**config.mk**
```make
export PLATFORM = sky130hd
export DESIGN_NAME = antialiased_line_rasterizer_unit
export DESIGN_NICKNAME = d
export VERILOG_FILES = /design/src/hdl/alr_pkg.sv /design/src/hdl/alr_ctrl.sv /design/src/hdl/alr_dpath.sv /design/src/hdl/antialiased_line_rasterizer_unit.sv
export SDC_FILE = /design/constraint.sdc
export NUM_CORES = 2
export LEC_CHECK = 0
export BUFFER_PORTS_ARGS = -buffer_cell sky130_fd_sc_hd__buf_2
export CAP_MARGIN = 20
export CORE_UTILIZATION = 59
export CTS_BUF_LIST = sky130_fd_sc_hd__clkbuf_8
export DETAILED_ROUTE_END_ITERATION = 8
export GPL_ROUTABILITY_DRIVEN = 1
export PLACE_DENSITY = 0.76
export SLEW_MARGIN = 20
export SYNTH_ARGS = -nofsm -noshare
export SYNTH_HDL_FRONTEND = slang
export SYNTH_SLANG_ARGS = --single-unit
```
**constraint.sdc**
```tcl
create_clock -name clk -period 7.3 [get_ports clk]
set_clock_uncertainty 0.1 [all_clocks]
set_input_delay 0.73 -clock clk [delete_from_list [all_inputs] [get_ports clk]]
set_output_delay 0.73 -clock clk [all_outputs]
set_load 0.05 [all_outputs]
```
**src/hdl/alr_pkg.sv**
```systemverilog
// alr_pkg: shared widths, defaults, register indexes and control/status structs
// for the antialiased line rasterizer; used by all hdl modules
`default_nettype none

package alr_pkg;

  localparam int COORD_W      = 20;
  localparam int PIX_W        = 12;
  localparam int COV1_W       = 9;
  localparam int COV_W        = 8;
  localparam int COLOR_W      = 8;
  localparam int SLOPE_FRAC   = 16;
  localparam int QUOT_W       = SLOPE_FRAC + 1;
  localparam int GRAD_W       = SLOPE_FRAC + 2;
  localparam int ACC_W        = 32;
  localparam int CNT_W        = 7;
  localparam int DIV_CNT_W    = 5;
  localparam int REG_IDX_W    = 2;
  localparam int IN_DATA_W    = 4 * COORD_W;
  localparam int OUT_FIELDS_W = 2 * PIX_W + 1 + COV1_W + COV_W + 3 * COLOR_W;
  localparam int OUT_DATA_W   = ((OUT_FIELDS_W + 7) / 8) * 8;

  localparam int DEF_MAX_SPAN      = 63;
  localparam int DEF_FRACTION_BITS = 8;

  localparam logic [COLOR_W-1:0]   COLOR_RESET = 8'hFF;
  localparam logic [REG_IDX_W-1:0] REG_RED     = 2'd0;
  localparam logic [REG_IDX_W-1:0] REG_GREEN   = 2'd1;
  localparam logic [REG_IDX_W-1:0] REG_BLUE    = 2'd2;

  typedef struct packed {
    logic capture;
    logic sort;
    logic delta;
    logic div_step;
    logic slope;
    logic prod1;
    logic prod2;
    logic endm2;
    logic emit_a;
    logic emit_b;
    logic emit_i;
    logic emit_err;
  } alr_cmd_t;

  typedef struct packed {
    logic too_long;
    logic div_last;
    logic last_b;
    logic last_i;
    logic out_free;
  } alr_status_t;

endpackage

`default_nettype wire

```
**src/hdl/alr_ctrl.sv**
```systemverilog
// alr_ctrl: sequencing state machine of the line rasterizer
// depends on alr_pkg; drives alr_dpath through alr_cmd_t / alr_status_t
`default_nettype none

module alr_ctrl import alr_pkg::*; (
  input  wire logic        clk,
  input  wire logic        rst,
  input  wire logic        in_valid,
  output logic             in_ready,
  input  wire alr_status_t status,
  output alr_cmd_t         cmd
);

  localparam logic [3:0] S_IDLE   = 4'd0;
  localparam logic [3:0] S_SORT   = 4'd1;
  localparam logic [3:0] S_DELTA  = 4'd2;
  localparam logic [3:0] S_DIV    = 4'd3;
  localparam logic [3:0] S_SLOPE  = 4'd4;
  localparam logic [3:0] S_PROD1  = 4'd5;
  localparam logic [3:0] S_PROD2  = 4'd6;
  localparam logic [3:0] S_ENDM2  = 4'd7;
  localparam logic [3:0] S_EMIT_A = 4'd8;
  localparam logic [3:0] S_EMIT_B = 4'd9;
  localparam logic [3:0] S_EMIT_I = 4'd10;
  localparam logic [3:0] S_ERR    = 4'd11;

  logic [3:0] state;
  logic [3:0] state_next;

  always_ff @(posedge clk) begin
    if (rst) begin
      state <= S_IDLE;
    end else begin
      state <= state_next;
    end
  end

  assign in_ready = (state == S_IDLE) && !rst;

  always_comb begin
    state_next = state;
    cmd        = '0;
    case (state)
      S_IDLE: begin
        if (in_valid) begin
          cmd.capture = 1'b1;
          state_next  = S_SORT;
        end
      end
      S_SORT: begin
        cmd.sort   = 1'b1;
        state_next = S_DELTA;
      end
      S_DELTA: begin
        cmd.delta  = 1'b1;
        state_next = S_DIV;
      end
      S_DIV: begin
        if (status.too_long) begin
          state_next = S_ERR;
        end else begin
          cmd.div_step = 1'b1;
          if (status.div_last) begin
            state_next = S_SLOPE;
          end
        end
      end
      S_SLOPE: begin
        cmd.slope  = 1'b1;
        state_next = S_PROD1;
      end
      S_PROD1: begin
        cmd.prod1  = 1'b1;
        state_next = S_PROD2;
      end
      S_PROD2: begin
        cmd.prod2  = 1'b1;
        state_next = S_ENDM2;
      end
      S_ENDM2: begin
        cmd.endm2  = 1'b1;
        state_next = S_EMIT_A;
      end
      S_EMIT_A: begin
        if (status.out_free) begin
          cmd.emit_a = 1'b1;
          state_next = S_EMIT_B;
        end
      end
      S_EMIT_B: begin
        if (status.out_free) begin
          cmd.emit_b = 1'b1;
          state_next = status.last_b ? S_IDLE : S_EMIT_I;
        end
      end
      S_EMIT_I: begin
        if (status.out_free) begin
          cmd.emit_i = 1'b1;
          if (status.last_i) begin
            state_next = S_IDLE;
          end
        end
      end
      S_ERR: begin
        if (status.out_free) begin
          cmd.emit_err = 1'b1;
          state_next   = S_IDLE;
        end
      end
      default: begin
        state_next = S_IDLE;
      end
    endcase
  end

endmodule

`default_nettype wire

```
**src/hdl/alr_dpath.sv**
```systemverilog
// alr_dpath: endpoint sort, bit-serial slope divider, endpoint multiplier,
// minor accumulator, color registers and output register; depends on alr_pkg
`default_nettype none

module alr_dpath import alr_pkg::*; #(
  parameter int MAX_SPAN      = DEF_MAX_SPAN,
  parameter int FRACTION_BITS = DEF_FRACTION_BITS
) (
  input  wire logic                 clk,
  input  wire logic                 rst,
  input  wire logic [IN_DATA_W-1:0] in_data,
  input  wire logic                 cfg_valid,
  input  wire logic [REG_IDX_W-1:0] cfg_index,
  input  wire logic [COLOR_W-1:0]   cfg_data,
  input  wire alr_cmd_t             cmd,
  output alr_status_t               status,
  input  wire logic                 out_ready,
  output logic                      out_valid,
  output logic [OUT_DATA_W-1:0]     out_data,
  output logic                      out_user,
  output logic                      out_last
);

  localparam int IPW   = COORD_W + 1 - FRACTION_BITS;
  localparam int DW    = FRACTION_BITS + 2;
  localparam int PW    = GRAD_W + DW;
  localparam int REM_W = COORD_W + 1;
  localparam int HALF  = 1 << (FRACTION_BITS - 1);
  localparam logic signed [IPW:0] SPAN_LIM = (IPW + 1)'(MAX_SPAN);
  localparam logic signed [IPW:0] SPAN_ONE = (IPW + 1)'(1);

  // color registers
  logic [COLOR_W-1:0] red, green, blue;

  always_ff @(posedge clk) begin
    if (rst) begin
      red   <= COLOR_RESET;
      green <= COLOR_RESET;
      blue  <= COLOR_RESET;
    end else if (cfg_valid) begin
      case (cfg_index)
        REG_RED:   red   <= cfg_data;
        REG_GREEN: green <= cfg_data;
        REG_BLUE:  blue  <= cfg_data;
        default:   ;
      endcase
    end
  end

  // captured endpoints
  logic signed [COORD_W-1:0] sx, sy, ex, ey;

  always_ff @(posedge clk) begin
    if (cmd.capture) begin
      sx <= in_data[COORD_W-1:0];
      sy <= in_data[2*COORD_W-1:COORD_W];
      ex <= in_data[3*COORD_W-1:2*COORD_W];
      ey <= in_data[4*COORD_W-1:3*COORD_W];
    end
  end

  // major axis pick and ordering
  logic signed [COORD_W:0]   xd, yd;
  logic [COORD_W:0]          axd, ayd;
  logic                      steep_c, swap_c;
  logic signed [COORD_W-1:0] a1_c, n1_c, a2_c, n2_c;
  logic signed [COORD_W-1:0] ma1, mi1, ma2, mi2;
  logic                      steep;

  always_comb begin
    xd      = (COORD_W + 1)'(ex) - (COORD_W + 1)'(sx);
    yd      = (COORD_W + 1)'(ey) - (COORD_W + 1)'(sy);
    axd     = xd[COORD_W] ? -xd : xd;
    ayd     = yd[COORD_W] ? -yd : yd;
    steep_c = !(axd > ayd);
    a1_c    = steep_c ? sy : sx;
    n1_c    = steep_c ? sx : sy;
    a2_c    = steep_c ? ey : ex;
    n2_c    = steep_c ? ex : ey;
    swap_c  = a1_c > a2_c;
  end

  always_ff @(posedge clk) begin
    if (cmd.sort) begin
      steep <= steep_c;
      ma1   <= swap_c ? a2_c : a1_c;
      mi1   <= swap_c ? n2_c : n1_c;
      ma2   <= swap_c ? a1_c : a2_c;
      mi2   <= swap_c ? n1_c : n2_c;
    end
  end

  // deltas, rounded endpoint pixels, span
  logic signed [COORD_W:0]     majd_s, mind_s, r1, r2;
  logic [COORD_W-1:0]          amind_c;
  logic signed [IPW-1:0]       ip1_c, ip2_c;
  logic signed [IPW:0]         span_c;
  logic signed [DW-1:0]        d1_c, d2_c;
  logic signed [ACC_W-1:0]     ip1_ext, ip2_ext;

  always_comb begin
    majd_s  = (COORD_W + 1)'(ma2) - (COORD_W + 1)'(ma1);
    mind_s  = (COORD_W + 1)'(mi2) - (COORD_W + 1)'(mi1);
    amind_c = mind_s[COORD_W] ? COORD_W'(-mind_s) : mind_s[COORD_W-1:0];
    r1      = (COORD_W + 1)'(ma1) + (COORD_W + 1)'(HALF);
    r2      = (COORD_W + 1)'(ma2) + (COORD_W + 1)'(HALF);
    ip1_c   = r1[COORD_W:FRACTION_BITS];
    ip2_c   = r2[COORD_W:FRACTION_BITS];
    span_c  = (IPW + 1)'(ip2_c) - (IPW + 1)'(ip1_c);
    d1_c    = DW'(HALF) - DW'(r1[FRACTION_BITS-1:0]);
    d2_c    = DW'(HALF) - DW'(r2[FRACTION_BITS-1:0]);
    ip1_ext = ACC_W'(ip1_c);
    ip2_ext = ACC_W'(ip2_c);
  end

  logic [COORD_W-1:0]    majd;
  logic                  mneg, zero_len, abit;
  logic signed [DW-1:0]  d1, d2;
  logic [PIX_W-1:0]      major, pix2;
  logic                  too_long, last_b;
  logic [CNT_W-1:0]      steps;
  logic [REM_W-1:0]      rem;
  logic [QUOT_W-1:0]     quot;
  logic [DIV_CNT_W-1:0]  div_cnt;

  // one quotient bit per step
  logic              shin;
  logic [REM_W:0]    cand, diff;

  always_comb begin
    shin = (div_cnt == '0) ? abit : 1'b0;
    cand = {rem, shin};
    diff = cand - (REM_W + 1)'(majd);
  end

  // slope, products, minor accumulator
  logic signed [GRAD_W-1:0] grad;
  logic signed [PW-1:0]     prod;
  logic [ACC_W-1:0]         acc, m2;

  function automatic logic [ACC_W-1:0] endpoint_minor(
    input logic signed [COORD_W-1:0] mi,
    input logic signed [PW-1:0]      p
  );
    logic signed [ACC_W-1:0] base;
    logic signed [ACC_W-1:0] corr;
    base = ACC_W'(mi) <<< (SLOPE_FRAC - FRACTION_BITS);
    corr = ACC_W'(p >>> FRACTION_BITS);
    return base + corr;
  endfunction

  always_ff @(posedge clk) begin
    if (cmd.delta) begin
      majd     <= majd_s[COORD_W-1:0];
      mneg     <= mind_s[COORD_W];
      zero_len <= (majd_s == '0);
      abit     <= amind_c[0];
      rem      <= REM_W'(amind_c >> 1);
      quot     <= '0;
      div_cnt  <= '0;
      d1       <= d1_c;
      d2       <= d2_c;
      major    <= ip1_ext[PIX_W-1:0];
      pix2     <= ip2_ext[PIX_W-1:0];
      too_long <= span_c > SPAN_LIM;
      last_b   <= span_c <= SPAN_ONE;
      steps    <= CNT_W'(span_c) - CNT_W'(1);
    end
    if (cmd.div_step) begin
      div_cnt <= div_cnt + DIV_CNT_W'(1);
      if (!diff[REM_W]) begin
        rem  <= diff[REM_W-1:0];
        quot <= {quot[QUOT_W-2:0], 1'b1};
      end else begin
        rem  <= cand[REM_W-1:0];
        quot <= {quot[QUOT_W-2:0], 1'b0};
      end
    end
    if (cmd.slope) begin
      if (zero_len) begin
        grad <= '0;
      end else if (mneg) begin
        grad <= -GRAD_W'(quot);
      end else begin
        grad <= GRAD_W'(quot);
      end
    end
    if (cmd.prod1) begin
      prod <= grad * d1;
    end
    if (cmd.prod2) begin
      acc  <= endpoint_minor(mi1, prod);
      prod <= grad * d2;
    end
    if (cmd.endm2) begin
      m2 <= endpoint_minor(mi2, prod);
    end
    if (cmd.emit_a || cmd.emit_i) begin
      acc   <= acc + ACC_W'(grad);
      major <= major + PIX_W'(1);
    end
    if (cmd.emit_i) begin
      steps <= steps - CNT_W'(1);
    end
  end

  // result assembly
  logic [ACC_W-1:0]  sel_minor16;
  logic [PIX_W-1:0]  sel_major, sel_minor, px, py;
  logic [COV_W-1:0]  cov2;
  logic [COV1_W-1:0] cov1;
  logic              load, res_last;

  always_comb begin
    sel_minor16 = cmd.emit_b ? m2 : acc;
    sel_major   = cmd.emit_b ? pix2 : major;
    sel_minor   = sel_minor16[SLOPE_FRAC+PIX_W-1:SLOPE_FRAC];
    cov2        = sel_minor16[SLOPE_FRAC-1:SLOPE_FRAC-COV_W];
    cov1        = COV1_W'(1 << COV_W) - COV1_W'(cov2);
    px          = steep ? sel_minor : sel_major;
    py          = steep ? sel_major : sel_minor;
    load        = cmd.emit_a || cmd.emit_b || cmd.emit_i || cmd.emit_err;
    res_last    = (cmd.emit_b && last_b) || (cmd.emit_i && steps == CNT_W'(1))
                  || cmd.emit_err;
  end

  always_ff @(posedge clk) begin
    if (rst) begin
      out_valid <= 1'b0;
    end else if (load) begin
      out_valid <= 1'b1;
    end else if (out_ready) begin
      out_valid <= 1'b0;
    end
  end

  always_ff @(posedge clk) begin
    if (load) begin
      out_last <= res_last;
      out_user <= cmd.emit_err;
      if (cmd.emit_err) begin
        out_data <= '0;
      end else begin
        out_data <= OUT_DATA_W'({blue, green, red, cov2, cov1, steep, py, px});
      end
    end
  end

  always_comb begin
    status.too_long = too_long;
    status.div_last = (div_cnt == DIV_CNT_W'(QUOT_W - 1));
    status.last_b   = last_b;
    status.last_i   = (steps == CNT_W'(1));
    status.out_free = !out_valid || out_ready;
  end

endmodule

`default_nettype wire

```
**src/hdl/antialiased_line_rasterizer_unit.sv**
```systemverilog
// antialiased_line_rasterizer_unit: top level joining alr_ctrl and alr_dpath
// depends on alr_pkg, alr_ctrl, alr_dpath
//
// Takes one line segment per transfer on s_axis and streams its pixel pairs
// on m_axis. Endpoints are signed fixed point with FRACTION_BITS fraction bits.
// Each segment gives the first endpoint pair, the second endpoint pair, then
// one pair per major column or row in between; tlast marks the final pair.
// A segment whose rounded span exceeds MAX_SPAN gives a single transfer with
// tuser = 1, tlast = 1 and all-zero tdata.
// The cfg channel writes the color registers (index 0 red, 1 green, 2 blue);
// it is ready outside reset, other indexes are ignored, writes belong to idle time
// (the block itself does not enforce this). After a segment is taken the sequencer
// sorts it, forms the deltas, runs the bit-serial slope divider (one quotient bit
// per cycle), forms the slope and the endpoint products and minors, then registers
// the first pair. Further pairs follow one per cycle while m_axis is ready; a
// too-long segment skips the divider. s_axis_tready is high only between segments.
// A stalled m_axis holds the output register and the sequencer waits.
// Reset clears the sequencer and output valid and sets all colors to 255.
`default_nettype none

module antialiased_line_rasterizer_unit import alr_pkg::*; #(
  parameter int MAX_SPAN      = DEF_MAX_SPAN,
  parameter int FRACTION_BITS = DEF_FRACTION_BITS
) (
  input  wire logic                  clk,
  input  wire logic                  rst,
  input  wire logic                  s_axis_tvalid,
  output logic                       s_axis_tready,
  // start_x, start_y, end_x, end_y
  input  wire logic [IN_DATA_W-1:0]  s_axis_tdata,
  output logic                       m_axis_tvalid,
  input  wire logic                  m_axis_tready,
  // pixel_x, pixel_y, second_along_x, coverage_first, coverage_second,
  // out_red, out_green, out_blue, zero pad
  output logic [OUT_DATA_W-1:0]      m_axis_tdata,
  // too_long
  output logic                       m_axis_tuser,
  output logic                       m_axis_tlast,
  input  wire logic                  cfg_valid,
  output logic                       cfg_ready,
  input  wire logic [REG_IDX_W-1:0]  cfg_index,
  input  wire logic [COLOR_W-1:0]    cfg_data
);

  alr_cmd_t    cmd;
  alr_status_t status;

  assign cfg_ready = !rst;

  alr_ctrl u_ctrl (
    .clk      (clk),
    .rst      (rst),
    .in_valid (s_axis_tvalid),
    .in_ready (s_axis_tready),
    .status   (status),
    .cmd      (cmd)
  );

  alr_dpath #(
    .MAX_SPAN      (MAX_SPAN),
    .FRACTION_BITS (FRACTION_BITS)
  ) u_dpath (
    .clk       (clk),
    .rst       (rst),
    .in_data   (s_axis_tdata),
    .cfg_valid (cfg_valid && cfg_ready),
    .cfg_index (cfg_index),
    .cfg_data  (cfg_data),
    .cmd       (cmd),
    .status    (status),
    .out_ready (m_axis_tready),
    .out_valid (m_axis_tvalid),
    .out_data  (m_axis_tdata),
    .out_user  (m_axis_tuser),
    .out_last  (m_axis_tlast)
  );

endmodule

`default_nettype wire
```
; After elaboration in Yosys (flattened, before gate mapping)
; Cells that the tools add are included.
[word_totals]
regBits = 487
in_bits = 95
out_inout_bits = 77
[classes]
n_addsub = 22
n_lt_le_gt_ge = 4
reduce_logical = 29
mul = 2
bitwise = 1
n_mux = 60
eq_ne = 22
[op_table]
columns = op, count
row1 = $mux 20, 9
row2 = $mux 21, 5
row3 = $mux 28, 3
row4 = $sub 20x20->21, 4
row5 = $mux 32, 2
row6 = $mux 12, 5
row7 = $mul 18x9->27, 2
row8 = $mux 17, 3
row9 = $pmux 4 s12, 1
row10 = $add 20x9->21 const B, 2
row11 = $neg 21->21, 2
row12 = $mux 4, 9
row13 = $add 32x32->32, 1
row14 = $add 28x20->29, 1
row15 = $add 28x20->28, 1
row16 = $sub 22x20->22, 1
row17 = $gt 21x21->1, 1
row18 = $logic_not 21->1, 1
row19 = $gt 20x20->1, 1
row20 = $neg 20->20, 1
row21 = $mux 1, 19
row22 = $neg 17->18, 1
row23 = $sub 8x8->9 const A, 2
row24 = $eq 4x3->1 const B, 4
row25 = other kinds (30), 59

; Logic depth before layout (Yosys ltp)
[logic_depth]
depth_word = 8
mapped_depth = 43
mapped_depth_nobuf = 38

; Modules after synthesis
; From an unflattened synthesis, not the netlist that was laid out.
[unflattened]
cells_unflattened = 4033
area_unflattened_um2 = 41091.9
[by_module_without_submodules]
columns = module, n_inst, area_each_um2, cells_each
row1 = alr_dpath, 1, 40672.8, 3972
row2 = alr_ctrl, 1, 409.1, 59
row3 = antialiased_line_rasterizer_unit, 1, 10.0, 2

; Worst setup path after synthesis
; Ideal clock, no wire load.
[synth_timing]
path_kind = register to register
startpoint = register u_dpath.sx[0]
endpoint = register u_dpath.ma1[19], data pin
path_stages_with_launch = 42
setup_slack_ps = -689
arrival_time_ps = 7611
required_time_ps = 6921
path_cell_list = edfxtp_1 > ha_1 > fa_1 > nand2b_1 > a21o_1 > a211oi_1 > nor2_1 > o21ai_1 > a21oi_1 > a21boi_1 > o21ai_1 > a31oi_1 > buf_2 > a21oi_1 > xor2_1 > ha_1 > a21oi_1 > o21ai_0 > [6 not listed] > a31oi_1 > clkbuf_1 > buf_2 > mux2i_1 > ha_1 > a21o_1 > a21o_1 > a21o_1 > a21o_1 > a21o_1 > a211o_1 > a21oi_1 > nand3b_1 > o211ai_1 > buf_2 > buf_4 > mux2i_1 > mux2i_1
[synth_via]
elab_chain_len = 7
[synth_rtl]
columns = item, line_no
row1 = from (decl), alr_dpath.sv:51  ; logic signed [COORD_W-1:0] sx, sy, ex, ey;
row2 = from (signal assigned), alr_dpath.sv:55  ; sx <= in_data[COORD_W-1:0];
row3 = $sub 20x20->21, alr_dpath.sv:71  ; xd = (COORD_W + 1)'(ex) - (COORD_W + 1)'(sx);
row4 = $neg 21->21, alr_dpath.sv:73  ; axd = xd[COORD_W] ? -xd : xd;
row5 = $mux 21, alr_dpath.sv:73
row6 = $gt 21x21->1, alr_dpath.sv:75  ; steep_c = !(axd > ayd);
row7 = "$mux 20, on equally long branches", "alr_dpath.sv:76, alr_dpath.sv:78"
row8 = $gt 20x20->1, alr_dpath.sv:80  ; swap_c = a1_c > a2_c;
row9 = $mux 20 *, alr_dpath.sv:86  ; ma1 <= swap_c ? a2_c : a1_c;
row10 = to (signal assigned), alr_dpath.sv:86
row11 = to (decl), alr_dpath.sv:67  ; logic signed [COORD_W-1:0] ma1, mi1, ma2, mi2;
; Every way passes the cells marked *; elsewhere a longest branch is shown, timed or not.
; A chain may end at the register's enable or synchronous reset.

; Final worst setup path
[layout_timing]
startpoint = register u_dpath.sx[0]
endpoint = register u_dpath.mi2[18], data pin
[layout_via]
elab_chain_len = 7
[layout_rtl]
columns = item, line_no
row1 = $sub 20x20->21, alr_dpath.sv:71
row2 = $neg 21->21, alr_dpath.sv:73
row3 = $mux 21, alr_dpath.sv:73
row4 = $gt 21x21->1, alr_dpath.sv:75
row5 = "$mux 20, on equally long branches", "alr_dpath.sv:76, alr_dpath.sv:78"
row6 = $gt 20x20->1, alr_dpath.sv:80
row7 = $mux 20 *, alr_dpath.sv:89  ; mi2 <= swap_c ? n1_c : n2_c;
row8 = to (signal assigned), alr_dpath.sv:89
row9 = to (decl), alr_dpath.sv:67
; Marks and branches as above.

==> qor.txt <==
WP data arrival -> 8.10 ns
RSZ-0062 raised after global routing -> yes
Number of vias per cell -> 5.82
RR Startpoint -> u_dpath.sx[0]$_DFFE_PP_
Chip Width -> 266 µm
Final period util -> 1.07
R2r endpoint -> u_dpath.mi2[18]$_DFFE_PN_
Hold slack -> 0.125 ns
Largest cells by area after synthesis -> edfxtp_1, fa_1, ha_1, mux2i_1, xnor2_1
Minimum clock period -> 7.80 ns
Cell row count -> 96
Crit-path max cell delay -> 0.42 ns
Worst Setup End Kind -> register
GRT Total Usage -> 0.290
Post-Syn Instances -> 3,991
Crit-path most repeated cell -> a21o_1
Grt total ovfl -> 0
Syn-to-layout area delta -> 14.8%
Worst-case reg-to-reg path depth -> 43
Hold crit path type -> input pin to register
Num CTS Buffers -> 79
Core area -> 68,700 µm²
Final setup vio count -> 80
Post-DRT Antenna Nets -> 0
Synth area leader -> edfxtp_1
Hold Vio Cnt, Final -> 0
Primary FF master, synth -> edfxtp_1
Critical Path Start -> u_dpath.sx[0]$_DFFE_PP_
Most common cell after layout, fill and taps aside -> edfxtp_1
Antenna violations before repair -> 3
Pin count of the biggest net entering global routing -> 82
End point of the critical path -> u_dpath.mi2[18]$_DFFE_PN_
R2r setup slk -> -0.50 ns
Initial DRC count -> 2,569
Status -> complete, but fails checks
Synth cell types -> 100
First-pass GRT wire length -> 161,000 µm
Die H -> 266 µm
Clock latency on the worst-skew pair -> 0.69 ns
Layout cell share with drive strength beyond 1 -> 0.169
Failing checks -> setup timing
DRC errors left -> 0
F_max -> 0.128 GHz
Drt wl/cell -> 19.2 µm
Critical Path Fanout Max -> 10
Max-capacitance violation count -> 0
Drt first pass iters -> 5
CTS Buffer Depth -> 3
Routed vias -> 31,200
Final slew viol count -> 0
Die area -> 70,500 µm²
CP required -> 7.60 ns
Synth top area share -> 0.315
Yosys warnings -> 0
Crit Path Class -> register to register
Avg Inst Size Synth -> 10.3 µm²
CTS tree -> done
Met1 Wirelength -> 42,900 µm
Routed wire length -> 103,000 µm
H-Tree Depth -> 3
Pre-CTS WS -> -0.446 ns
CTS Hold Buffers Added -> 0
Root buf cell -> clkbuf_8
EDFF count, synth -> 430
Sequential area share after synthesis -> 0.329
Most frequent cells in the layout -> edfxtp_1, inv_1, nand2_1, ha_1, fa_1
Cell Area, Synth -> 41,000 µm²
RePlAce Congestion -> 0.930
Slew HR -> 0.237
Initial Utilization -> 0.596
Setup slack after layout -> -0.499 ns
WL met3 -> 7930 µm
Worst-Margin Slew -> 1.14 ns
DP HPWL -> 78,800 µm
CTS Sinks -> 459
CP Launch Type -> register
Post-layout net count -> 5,080
DR WL met2 -> 48,500 µm
Top sig layer -> met4
Yosys reg bits -> 459
# IOs -> 172
Post-synthesis async set-or-reset flop share -> 0
Number of port buffers -> 165
Number of global-route vias before repair -> 30,900
Clk pin slew, worst setup/hold paths -> 0.06 ns
Crit-path slowest cell -> edfxtp_1
Util after Layout -> 0.685
[sequential cells by signal (all words and copies together) (netlist names), 9 cells and up]
register,cells
u_dpath.mi2,20
u_dpath.m2,20
u_dpath.d1,9
u_dpath.grad,18
u_dpath.major,12
u_dpath.rem,21
u_dpath.d2,9
u_dpath.ex,20
u_dpath.out_data,65
u_dpath.pix2,12
u_dpath.ma2,20
u_dpath.majd,20
u_dpath.mi1,20
u_dpath.quot,17
u_dpath.sx,20
u_dpath.acc,28
u_dpath.ey,20
u_dpath.ma1,20
u_dpath.sy,20
u_dpath.prod,19
[critical path: cells and delay by family, from the launching register on]
kind                       cells  cell delay [ns]
xor gates and xnor gates       1             0.14
and+or+nand+nor                5             0.52
muxes                          4             0.78
AOI/OAI and AO/OA             19             2.91
DFF                            1             0.42
buffers and inverters         10             1.56
adders and majority gates      4             1.09
[through the flow]
step	area [µm²]	setup TNS, ns	cells
after global routing	47000	-56.93	5367
after global placement	44400	-16.15	5198
final	47000	-34.53	5368
after detailed placement	44400	-30.84	5198
after floorplan	41100	0	3996
after CTS	46100	-27.31	5343
[worst min-delay path by stage]
| stage | from | endpoint | slack [ns] | cells after the start |
|---|---|---|---|---|
| 2_1_floorplan | u_dpath.blue[0]$_SDFFE_PP1P_ | u_dpath.blue[0]$_SDFFE_PP1P_ | 0.33 | 2 |
| 3_3_place_gp | u_dpath.red[5]$_SDFFE_PP1P_ | u_dpath.red[5]$_SDFFE_PP1P_ | 0.34 | 2 |
| 3_5_place_dp | u_dpath.green[4]$_SDFFE_PP1P_ | u_dpath.green[4]$_SDFFE_PP1P_ | 0.35 | 2 |
| 4_1_cts | s_axis_tdata[77] | u_dpath.ey[17]$_DFFE_PP_ | 0.07 | 1 |
| 5_1_grt | s_axis_tdata[77] | u_dpath.ey[17]$_DFFE_PP_ | 0.08 | 1 |
| 6_report | s_axis_tdata[77] | u_dpath.ey[17]$_DFFE_PP_ | 0.12 | 1 |
[repair_timing]
item	CTS	global route
cloned	1	5
setup buffers	2	17
gates resized for setup	14	144
endpoints found under the setup margin	80	80
pin swaps	0	39
[cell type report]
type	instances	area (µm²)
diodes	2	5.00
clock buffers	83	1140
clock inverters	59	397
fillers	5198	21700
inverters	401	1510
multi-input cells	2995	26200
flip-flops and latches	459	13500
well taps	931	1160
repair buffers	438	3140
[cell usage after synthesis (all sizes together), types with 122 or more instances]
cell type    n
nor2       237
edfxtp     430
nand2      357
xnor2      181
o21ai      123
ha         338
inv        401
mux2i      244
fa         273
a21oi      205
and2       140
xor2       122
[per-layer routing]
layer	track usage	up-vias
met3	0.0506	217
met1	0.388	15200
met4	0.103	0
met2	0.474	1195
li1	-	14700
met5	0	-
[logic make-up (layout without fill, tap and decap cells)]
logic type | after synthesis | in the layout | share of synthesized area
xor gates and xnor gates | 303 | 303 | 0.0650
muxes | 270 | 270 | 0.0734
AOI/OAI and AO/OA | 648 | 648 | 0.104
other | 1 | 8 | 0.0000915
and+or+nand+nor | 1157 | 1157 | 0.140
adders and majority gates | 611 | 611 | 0.237
buffers and inverters | 542 | 981 | 0.0519
DFF | 459 | 459 | 0.329
Power is left out: the tool's default activity adds up to more than one toggle a clock period on the data nets, which glitch-free logic cannot reach.
